==> src/sv/uv_sphere_mesh_generator_defines.svh <==
// assertion macros of the sphere mesh generator, used by the back end module
`ifndef UV_SPHERE_MESH_GENERATOR_DEFINES_SVH
`define UV_SPHERE_MESH_GENERATOR_DEFINES_SVH

// same-cycle implication, checked on clk_i, off during reset
`define USMG_ASSERT_NOW(lbl, ante, cons) \
  lbl: assert property (@(posedge clk_i) disable iff (!rst_ni) (ante) |-> (cons)) \
    else $error("usmg assertion failed");

// next-cycle implication, checked on clk_i, off during reset
`define USMG_ASSERT_NEXT(lbl, ante, cons) \
  lbl: assert property (@(posedge clk_i) disable iff (!rst_ni) (ante) |=> (cons)) \
    else $error("usmg assertion failed");

`endif

==> src/sv/usmg_pkg.sv <==
// types, constants and tables of the uv sphere mesh generator
package usmg_pkg;

  localparam int unsigned MAX_SEGMENTS_DEF = 1024;
  localparam int unsigned CORDIC_STEPS_DEF = 16;

  localparam int unsigned SEG_W = 11;
  localparam int unsigned TEX_W = 17;
  localparam int unsigned IDX_W = 21;
  localparam int unsigned Q_BITS = 17;
  localparam int unsigned REM_W = 12;
  localparam int unsigned CFG_IDX_W = 2;

  localparam logic [SEG_W-1:0] COLS_RESET = 11'd32;
  localparam logic [SEG_W-1:0] ROWS_RESET = 11'd16;

  localparam logic signed [33:0] CORDIC_ONE_K = 34'sh026DD3B6A;

  typedef enum logic {
    CMD_VERTEX = 1'b0,
    CMD_CELL   = 1'b1
  } cmd_e;

  typedef enum logic [CFG_IDX_W-1:0] {
    CFG_COLUMN_SEGMENTS = 2'd0,
    CFG_ROW_SEGMENTS    = 2'd1
  } cfg_idx_e;

  typedef struct packed {
    cmd_e             cmd;
    logic [SEG_W-1:0] col;
    logic [SEG_W-1:0] row;
  } in_t;

  typedef struct packed {
    logic signed [15:0] pos_x;
    logic signed [15:0] pos_y;
    logic signed [15:0] pos_z;
    logic [TEX_W-1:0]   tex_u;
    logic [TEX_W-1:0]   tex_v;
    logic [IDX_W-1:0]   vertex_index;
    logic               last;
    logic               out_of_range;
  } out_t;

  // item data that rides along the arithmetic stages
  typedef struct packed {
    cmd_e             cmd;
    logic             oor;
    logic [SEG_W-1:0] col;
    logic [SEG_W-1:0] row;
    logic [SEG_W-1:0] xs;
    logic [SEG_W-1:0] ys;
  } side_t;

  // arctangent of 2^-i in 2^-32 turn units
  function automatic logic [31:0] atan_turn(input int unsigned i);
    logic [31:0] r;
    case (i)
      0:  r = 32'h20000000;  1:  r = 32'h12E4051E;  2:  r = 32'h09FB385B;
      3:  r = 32'h051111D4;  4:  r = 32'h028B0D43;  5:  r = 32'h0145D7E1;
      6:  r = 32'h00A2F61E;  7:  r = 32'h00517C55;  8:  r = 32'h0028BE53;
      9:  r = 32'h00145F2F;  10: r = 32'h000A2F98;  11: r = 32'h000517CC;
      12: r = 32'h00028BE6;  13: r = 32'h000145F3;  14: r = 32'h0000A2FA;
      15: r = 32'h0000517D;  16: r = 32'h000028BE;  17: r = 32'h0000145F;
      18: r = 32'h00000A30;  19: r = 32'h00000518;  20: r = 32'h0000028C;
      21: r = 32'h00000146;  22: r = 32'h000000A3;  23: r = 32'h00000051;
      24: r = 32'h00000029;  25: r = 32'h00000014;  26: r = 32'h0000000A;
      27: r = 32'h00000005;  28: r = 32'h00000003;  29: r = 32'h00000001;
      30: r = 32'h00000001;
      default: r = 32'h00000000;
    endcase
    return r;
  endfunction

endpackage

==> src/sv/usmg_div.sv <==
// front stage and bit-per-stage dividers for the texture coordinates
module usmg_div #(
  parameter int unsigned MAX_SEGMENTS = usmg_pkg::MAX_SEGMENTS_DEF
) (
  input  logic                        clk_i,
  input  logic                        rst_ni,
  input  logic                        in_valid_i,
  output logic                        in_ready_o,
  input  usmg_pkg::in_t               in_i,
  input  logic [usmg_pkg::SEG_W-1:0]  cols_i,
  input  logic [usmg_pkg::SEG_W-1:0]  rows_i,
  output logic                        out_valid_o,
  input  logic                        out_ready_i,
  output usmg_pkg::side_t             out_side_o,
  output logic [usmg_pkg::TEX_W-1:0]  out_u_o,
  output logic [usmg_pkg::TEX_W-1:0]  out_v_o
);

  localparam int unsigned NS = usmg_pkg::Q_BITS;
  localparam int unsigned RW = usmg_pkg::REM_W;
  localparam int unsigned SW = usmg_pkg::SEG_W;
  localparam int unsigned QW = usmg_pkg::Q_BITS;

  logic            v_q   [NS+1];
  usmg_pkg::side_t side_q[NS+1];
  logic [RW-1:0]   ru_q  [NS+1];
  logic [RW-1:0]   rv_q  [NS+1];
  logic [QW-1:0]   qu_q  [NS+1];
  logic [QW-1:0]   qv_q  [NS+1];

  logic            rdy   [NS+2];
  logic [RW-1:0]   ru_d  [NS+1];
  logic [RW-1:0]   rv_d  [NS+1];
  logic [QW-1:0]   qu_d  [NS+1];
  logic [QW-1:0]   qv_d  [NS+1];

  usmg_pkg::side_t side_d;
  logic [SW-1:0]   xs_eff;
  logic [SW-1:0]   ys_eff;

  function automatic logic [SW-1:0] eff_seg(input logic [SW-1:0] r);
    logic [SW-1:0] e;
    if (r == '0) begin
      e = SW'(1);
    end else if (17'(r) > 17'(MAX_SEGMENTS)) begin
      e = SW'(MAX_SEGMENTS);
    end else begin
      e = r;
    end
    return e;
  endfunction

  // low numerator bits are the divisor half added for rounding
  function automatic logic num_bit(input logic [SW-1:0] s, input int unsigned b);
    logic [QW-1:0] t;
    t = QW'(s);
    return t[b];
  endfunction

  function automatic logic [RW:0] div_step(input logic [RW-1:0] r,
                                           input logic [SW-1:0] s,
                                           input logic nb);
    logic [RW:0] t;
    logic [RW:0] d;
    logic [RW:0] res;
    t = {r, nb};
    d = {1'b0, s, 1'b0};
    if (t >= d) begin
      res = {1'b1, RW'(t - d)};
    end else begin
      res = {1'b0, t[RW-1:0]};
    end
    return res;
  endfunction

  always_comb begin
    xs_eff = eff_seg(cols_i);
    ys_eff = eff_seg(rows_i);
    side_d.cmd = in_i.cmd;
    side_d.col = in_i.col;
    side_d.row = in_i.row;
    side_d.xs  = xs_eff;
    side_d.ys  = ys_eff;
    if (in_i.cmd == usmg_pkg::CMD_VERTEX) begin
      side_d.oor = (in_i.col > xs_eff) || (in_i.row > ys_eff);
    end else begin
      side_d.oor = (in_i.col >= xs_eff) || (in_i.row >= ys_eff);
    end
  end

  always_comb begin
    logic [RW:0] su;
    logic [RW:0] sv;
    rdy[NS+1] = out_ready_i;
    for (int k = NS; k >= 0; k--) begin
      rdy[k] = !v_q[k] || rdy[k+1];
    end
    ru_d[0] = '0;
    rv_d[0] = '0;
    qu_d[0] = '0;
    qv_d[0] = '0;
    for (int k = 1; k <= NS; k++) begin
      su = div_step(ru_q[k-1], side_q[k-1].xs, num_bit(side_q[k-1].xs, NS - k));
      sv = div_step(rv_q[k-1], side_q[k-1].ys, num_bit(side_q[k-1].ys, NS - k));
      ru_d[k] = su[RW-1:0];
      rv_d[k] = sv[RW-1:0];
      qu_d[k] = qu_q[k-1];
      qv_d[k] = qv_q[k-1];
      qu_d[k][NS-k] = su[RW];
      qv_d[k][NS-k] = sv[RW];
    end
  end

  always_ff @(posedge clk_i or negedge rst_ni) begin
    if (!rst_ni) begin
      for (int k = 0; k <= NS; k++) begin
        v_q[k] <= 1'b0;
      end
    end else begin
      if (rdy[0]) begin
        v_q[0] <= in_valid_i;
      end
      for (int k = 1; k <= NS; k++) begin
        if (rdy[k]) begin
          v_q[k] <= v_q[k-1];
        end
      end
    end
  end

  always_ff @(posedge clk_i) begin
    if (in_valid_i && rdy[0]) begin
      side_q[0] <= side_d;
      ru_q[0]   <= RW'(in_i.col);
      rv_q[0]   <= RW'(in_i.row);
      qu_q[0]   <= '0;
      qv_q[0]   <= '0;
    end
    for (int k = 1; k <= NS; k++) begin
      if (v_q[k-1] && rdy[k]) begin
        side_q[k] <= side_q[k-1];
        ru_q[k]   <= ru_d[k];
        rv_q[k]   <= rv_d[k];
        qu_q[k]   <= qu_d[k];
        qv_q[k]   <= qv_d[k];
      end
    end
  end

  assign in_ready_o  = rdy[0];
  assign out_valid_o = v_q[NS];
  assign out_side_o  = side_q[NS];
  assign out_u_o     = qu_q[NS];
  assign out_v_o     = qv_q[NS];

endmodule

==> config.mk <==
export PLATFORM = sky130hd
export DESIGN_NAME = usmg_div
export DESIGN_NICKNAME = d
export VERILOG_FILES = /design/src/sv/uv_sphere_mesh_generator_defines.svh /design/src/sv/usmg_pkg.sv /design/src/sv/usmg_div.sv
export SDC_FILE = /design/constraint.sdc
export NUM_CORES = 2
export LEC_CHECK = 0
export BUFFER_PORTS_ARGS = -buffer_cell sky130_fd_sc_hd__buf_2
export CORE_UTILIZATION = 63
export CTS_BUF_LIST = sky130_fd_sc_hd__clkbuf_4 sky130_fd_sc_hd__clkbuf_8
export CTS_CLUSTER_SIZE = 20
export DETAILED_ROUTE_END_ITERATION = 8
export PLACE_DENSITY_LB_ADDON = 0.25
export SLEW_MARGIN = 10
export SYNTH_ARGS = -nofsm -noshare
export SYNTH_HDL_FRONTEND = slang
export SYNTH_SLANG_ARGS = --single-unit
export TNS_END_PERCENT = 1
==> constraint.sdc <==
create_clock -name clk_i -period 17.2 [get_ports clk_i]
set_input_delay 2.58 -clock clk_i [delete_from_list [all_inputs] [get_ports clk_i]]
set_output_delay 2.58 -clock clk_i [all_outputs]
set_load 0.05 [all_outputs]
Word-level counts from Yosys, hierarchy flattened:

Memory sizes are Yosys's and may differ from the RTL's.
Cells that the tools add are included.

* register bits after elaboration: 18
* bits in latches: 0
* RAM bits: 1872
* bits in read-only memories: 0
* input bits: 49
* output and inout bits: 82
* memories: 5

Memories
* side_q: depth 18, bits a word 46, read ports 18, clocked after Yosys merged registers in 0, wr ports 18, RTL line usmg_div.sv:25 `usmg_pkg::side_t side_q[NS+1];`
* qu_q: depth 18, bits a word 17, read ports 18, clocked after Yosys merged registers in 0, wr ports 18, RTL line usmg_div.sv:28 `logic [QW-1:0] qu_q [NS+1];`
* qv_q: depth 18, bits a word 17, read ports 18, clocked after Yosys merged registers in 0, wr ports 18, RTL line usmg_div.sv:29 `logic [QW-1:0] qv_q [NS+1];`
* ru_q: depth 18, bits a word 12, read ports 17, clocked after Yosys merged registers in 0, wr ports 18, RTL line usmg_div.sv:26 `logic [RW-1:0] ru_q [NS+1];`
* rv_q: depth 18, bits a word 12, read ports 17, clocked after Yosys merged registers in 0, wr ports 18, RTL line usmg_div.sv:27 `logic [RW-1:0] rv_q [NS+1];`

* add/sub/neg operators: 34
* multipliers: 0
* divide/modulo/power cells: 0
* magnitude comparators: 40
* equal/unequal tests: 0
* shift-type cells: 0
* muxes and demuxes: 75
* bitwise operators: 0
* reductions and logical operators: 58

Operators by type and width (number)
* $ge 13x12->1: 34
* $mux 13: 34
* $sub 12x12->12: 34
* $mux 11: 4
* $mux 1: 37
* $ge 11x11->1: 2
* $gt 11x11->1: 2
* $gt 11x11->1 const B: 2
* $logic_not 11->1: 2
* $logic_or 1x1->1: 20
* $logic_and 1x1->1: 18
* $logic_not 1->1: 18

Depth between registers and ports, before layout:

* word-level depth: 22
* mapped depth: 12
* depth with buffers taken out: 11

Worst setup path after synthesis:

Ideal clock, no wire load.

* path type: input -> register
* start: in out_ready_i
* end: mem qu_q[6][11] in the netlist's numbering (enable)
* setup time: 641 ps
* arrival: 8965 ps
* slack: 7595 ps
* cell stages on the path: 5
* buffers on the path: 0
* path through: and4b_1 > nand4_1 > nor2_1 > and2_1 > a21boi_0

RTL lines
* from (decl): RTL line usmg_div.sv:13 `input logic out_ready_i,`
* to (decl): RTL line usmg_div.sv:28

Worst setup path after layout:

* start: in out_ready_i
* end: out in_ready_o

* cells in the longest elaborated chain, start to end: 18

Ends and longest elaborated chain
* $logic_or 1x1->1 (18 in series): RTL line usmg_div.sv:96 `rdy[k] = !v_q[k] || rdy[k+1];`
* to (decl): RTL line usmg_div.sv:8 `output logic in_ready_o,`

Every way passes these cells.

==> flow_summary.toml <==
[placement]
portBuffers = 130
place_congestion = 0.8785
dpl.cell_count = 6047
hpwl_mm = 76.24

[cts]
clock_sink_count = 1504
cts_made_buffers = 225
htree_levels = 4
clk_latency_ps = 880
cts.path.max_buffers = 3
post_cts.repair.setup_buffers = 0
cts_root_buf = "clkbuf_8"
clk_pin_slew_ps = 70
cts.repair.resized = 0
cts_tree = "built"
cts_hold_buf = 0

[power_and_ir_drop]
clkPwrFrac_pct = 22.9
total_power_mw = 12.33
seqPwrFrac_pct = 45.4
power.leakage_nw = 28.86
p_int_mw = 8.412
vdd_drop_max_mv = 0.1157
combPwrFrac_pct = 31.7
power.switching_mw = 3.923
swShare_pct = 31.81
power_density_mw_per_mm2 = 169.0

[global_route]
track_usage_pct = 20.03
busiest_layer = "met2"
grt_pass1_vias = 36190
grt.met1_usage_pct = 22.06
antenna_found_initial = 1
grt_pass1_wl_mm = 172.1
met2_usage_pct = 37.89
globalRouteMet3Util_pct = 3.337
grt_max_degree = 79
grt-ovfl-total = 0

[synth]
ys_types = 74
syn_nets = 5035
netlist_instances = 4562
synth_seq_area_share_pct = 68.21
synth_edf_count = 1486
ys.flop_type = "edfxtp_1"
netlist_area_mm2 = 0.06608
synth_seq_cells = 1504
ys_async_sr_fraction_pct = 1.197
syn-mean-instance-area_um2 = 14.48
synth-warning-count = 0

[drt]
wl_per_cell_um = 16.28
first_pass_iters = 5
vias_per_cell = 5.477
ant_nets = 0
drcViolationCount = 0
routed-via-count = 35420
drt_iter0_drc = 1839
wirelength_mm = 105.3

[sta]
rsz0062_at_grt = "no"
setup_tns_ps = 0
slew_headroom_pct = 23.71
worst_pin_slew_ps = 1144
hold_viol = 0
clock-skew-final_ps = 35.37
fin_crit_sh_pct = 43.02
max_freq_ghz = 0.1351
fin_hold_ws_ps = 389.8
final.min_clock_period_ps = 7399
slew_violations = 0
finalSetupViolCount = 0

[die]
rows = 118
initial_core_util_pct = 63.66
die_w_um = 325.9
core-area_mm2 = 0.1038
fp.dieH_um = 325.9
io_pins = 131
fp.dieArea_mm2 = 0.1062

[worst_setup_path]
path_buf_inv = 2
max_stage_delay_ps = 580
cp_top_family = "simple AND/OR/NAND/NOR gates"
crit_type = "input port to output port"
crit_arrival_ps = 4820
critical_path.cell_chain = "buf_2 -> and4b_1 -> nand4_1 -> nor2_1 -> nand2_1 -> nor3_1 -> nand3_1 -> buf_2"
startpoint_type = "input port"
cpMostUsedCell = "buf_2"
endpoint_kind = "output port"
path_max_fanout = 5
required_ps = 14620
cp_slowest_cell = "nor3_1"

[final_layout]
nNetsFinal = 5367
utilization_pct = 70.32
synthToLayoutAreaGrowth_pct = 10.45
fin_cells = 6468
drive_above_1_share_pct = 12.09
layout_commonest_cell = "edfxtp_1"
mostFrequentLayoutCells = "edfxtp_1, inv_1, ha_1"

[outcome]
status = "complete, no violations"

[run]
cap_violations = 0

[hold_path]
hp-class = "register to register"
[cells in the mapped netlist (26+ instances only)]
master | number | area (um^2)
nand4_1 | 49 | 306.5
a21oi_1 | 211 | 1056
o21a_1 | 54 | 405.4
edfxtp_1 | 1486 | 44620
and3_1 | 26 | 162.7
nand3_1 | 57 | 285.3
inv_2 | 35 | 131.4
mux2_1 | 110 | 1239
nand2b_1 | 70 | 437.9
nor2b_1 | 64 | 400.4
o21ai_1 | 195 | 975.9
nor2_1 | 169 | 634.4
mux2i_1 | 30 | 300.3
ha_1 | 392 | 4905
xnor2_1 | 125 | 1095
o31ai_1 | 27 | 202.7
nand2_1 | 261 | 979.7
inv_1 | 464 | 1742
fa_1 | 32 | 640.6
nor3_1 | 63 | 315.3
xor2_1 | 99 | 867.1
o21ai_0 | 66 | 330.3
a21o_1 | 109 | 818.3
[metrics by stage]
stage | setup slack (ps) | cell area (um^2)
after floorplan | 7595 | 66080
after global placement | 9814 | 68500
after detailed placement | 9814 | 68500
after CTS | 9801 | 72980
after global routing | 9485 | 72980
final | 9801 | 72980
[state kept, by name, indices dropped and copies added (netlist names)]
signal	cells
ru_q	182
side_q	816
v_q	17
qu_q	153
rv_q	182
qv_q	153
out_valid_o	1
[final cells by class]
cell class              instances  area [um^2]
diodes                          2        5.005
clock buffers                 305         3710
clock inverters               114        768.2
fillers                      6694        30810
inverters                     501         1881
multi-input cells            2506        18970
flip-flops and latches       1504        45070
well taps                    1380         1727
repair buffers                156        845.8
[power by group through the flow]
stage	clock network (mW)	logic (mW)	registers (mW)
2_1_floorplan	0	2.99	5.72
3_3_place_gp	0	3.77	5.64
3_5_place_dp	0	3.90	5.68
4_1_cts	2.90	3.93	5.61
5_1_grt	3.05	4.37	5.68
6_report	2.82	3.91	5.60
[metal layers]
layer | part of all wire (%) | up-vias | wire length, um
li1 | - | 17580 | -
met3 | 3.2 | 231 | 3419
met4 | 3.1 | 0 | 3215
met2 | 54 | 648 | 57290
met1 | 39 | 16960 | 41400
met5 | 0 | - | 0
[final timing paths]
kind / depth (start not counted) / start / endpoint / slack [ps]
max: 8 / out_ready_i / in_ready_o / 9800
min: 0 / qv_q[3][16] / qv_q[4][16] / 390
max reg2reg: 8 / ru_q[6][4] / ru_q[7][10] / 13720
min reg2reg: 0 / qv_q[3][16] / qv_q[4][16] / 390
max in group asynchronous: 1 / rst_ni / v_q[8] / 15240
min in group asynchronous: 1 / rst_ni / v_q[17] / 1640
[worst reg2reg max path, delay by kind of cell (launching register included)]
family	cells	cell delay [ps]
multiplexers	1	390
adder cells (fa/ha/maj)	1	360
flip-flops	1	390
AO/OA/AOI/OAI	6	2050
[cells by family after synthesis]
logic type / synth area share, %
flip-flops: 68.21
AND/OR/NAND/NOR: 6.432
AO/OA/AOI/OAI: 8.078
buffers and inverters: 3.234
adder cells (fa/ha/maj): 8.392
XOR/XNOR: 2.969
multiplexers: 2.681
(Power assumes the default switching activity.)
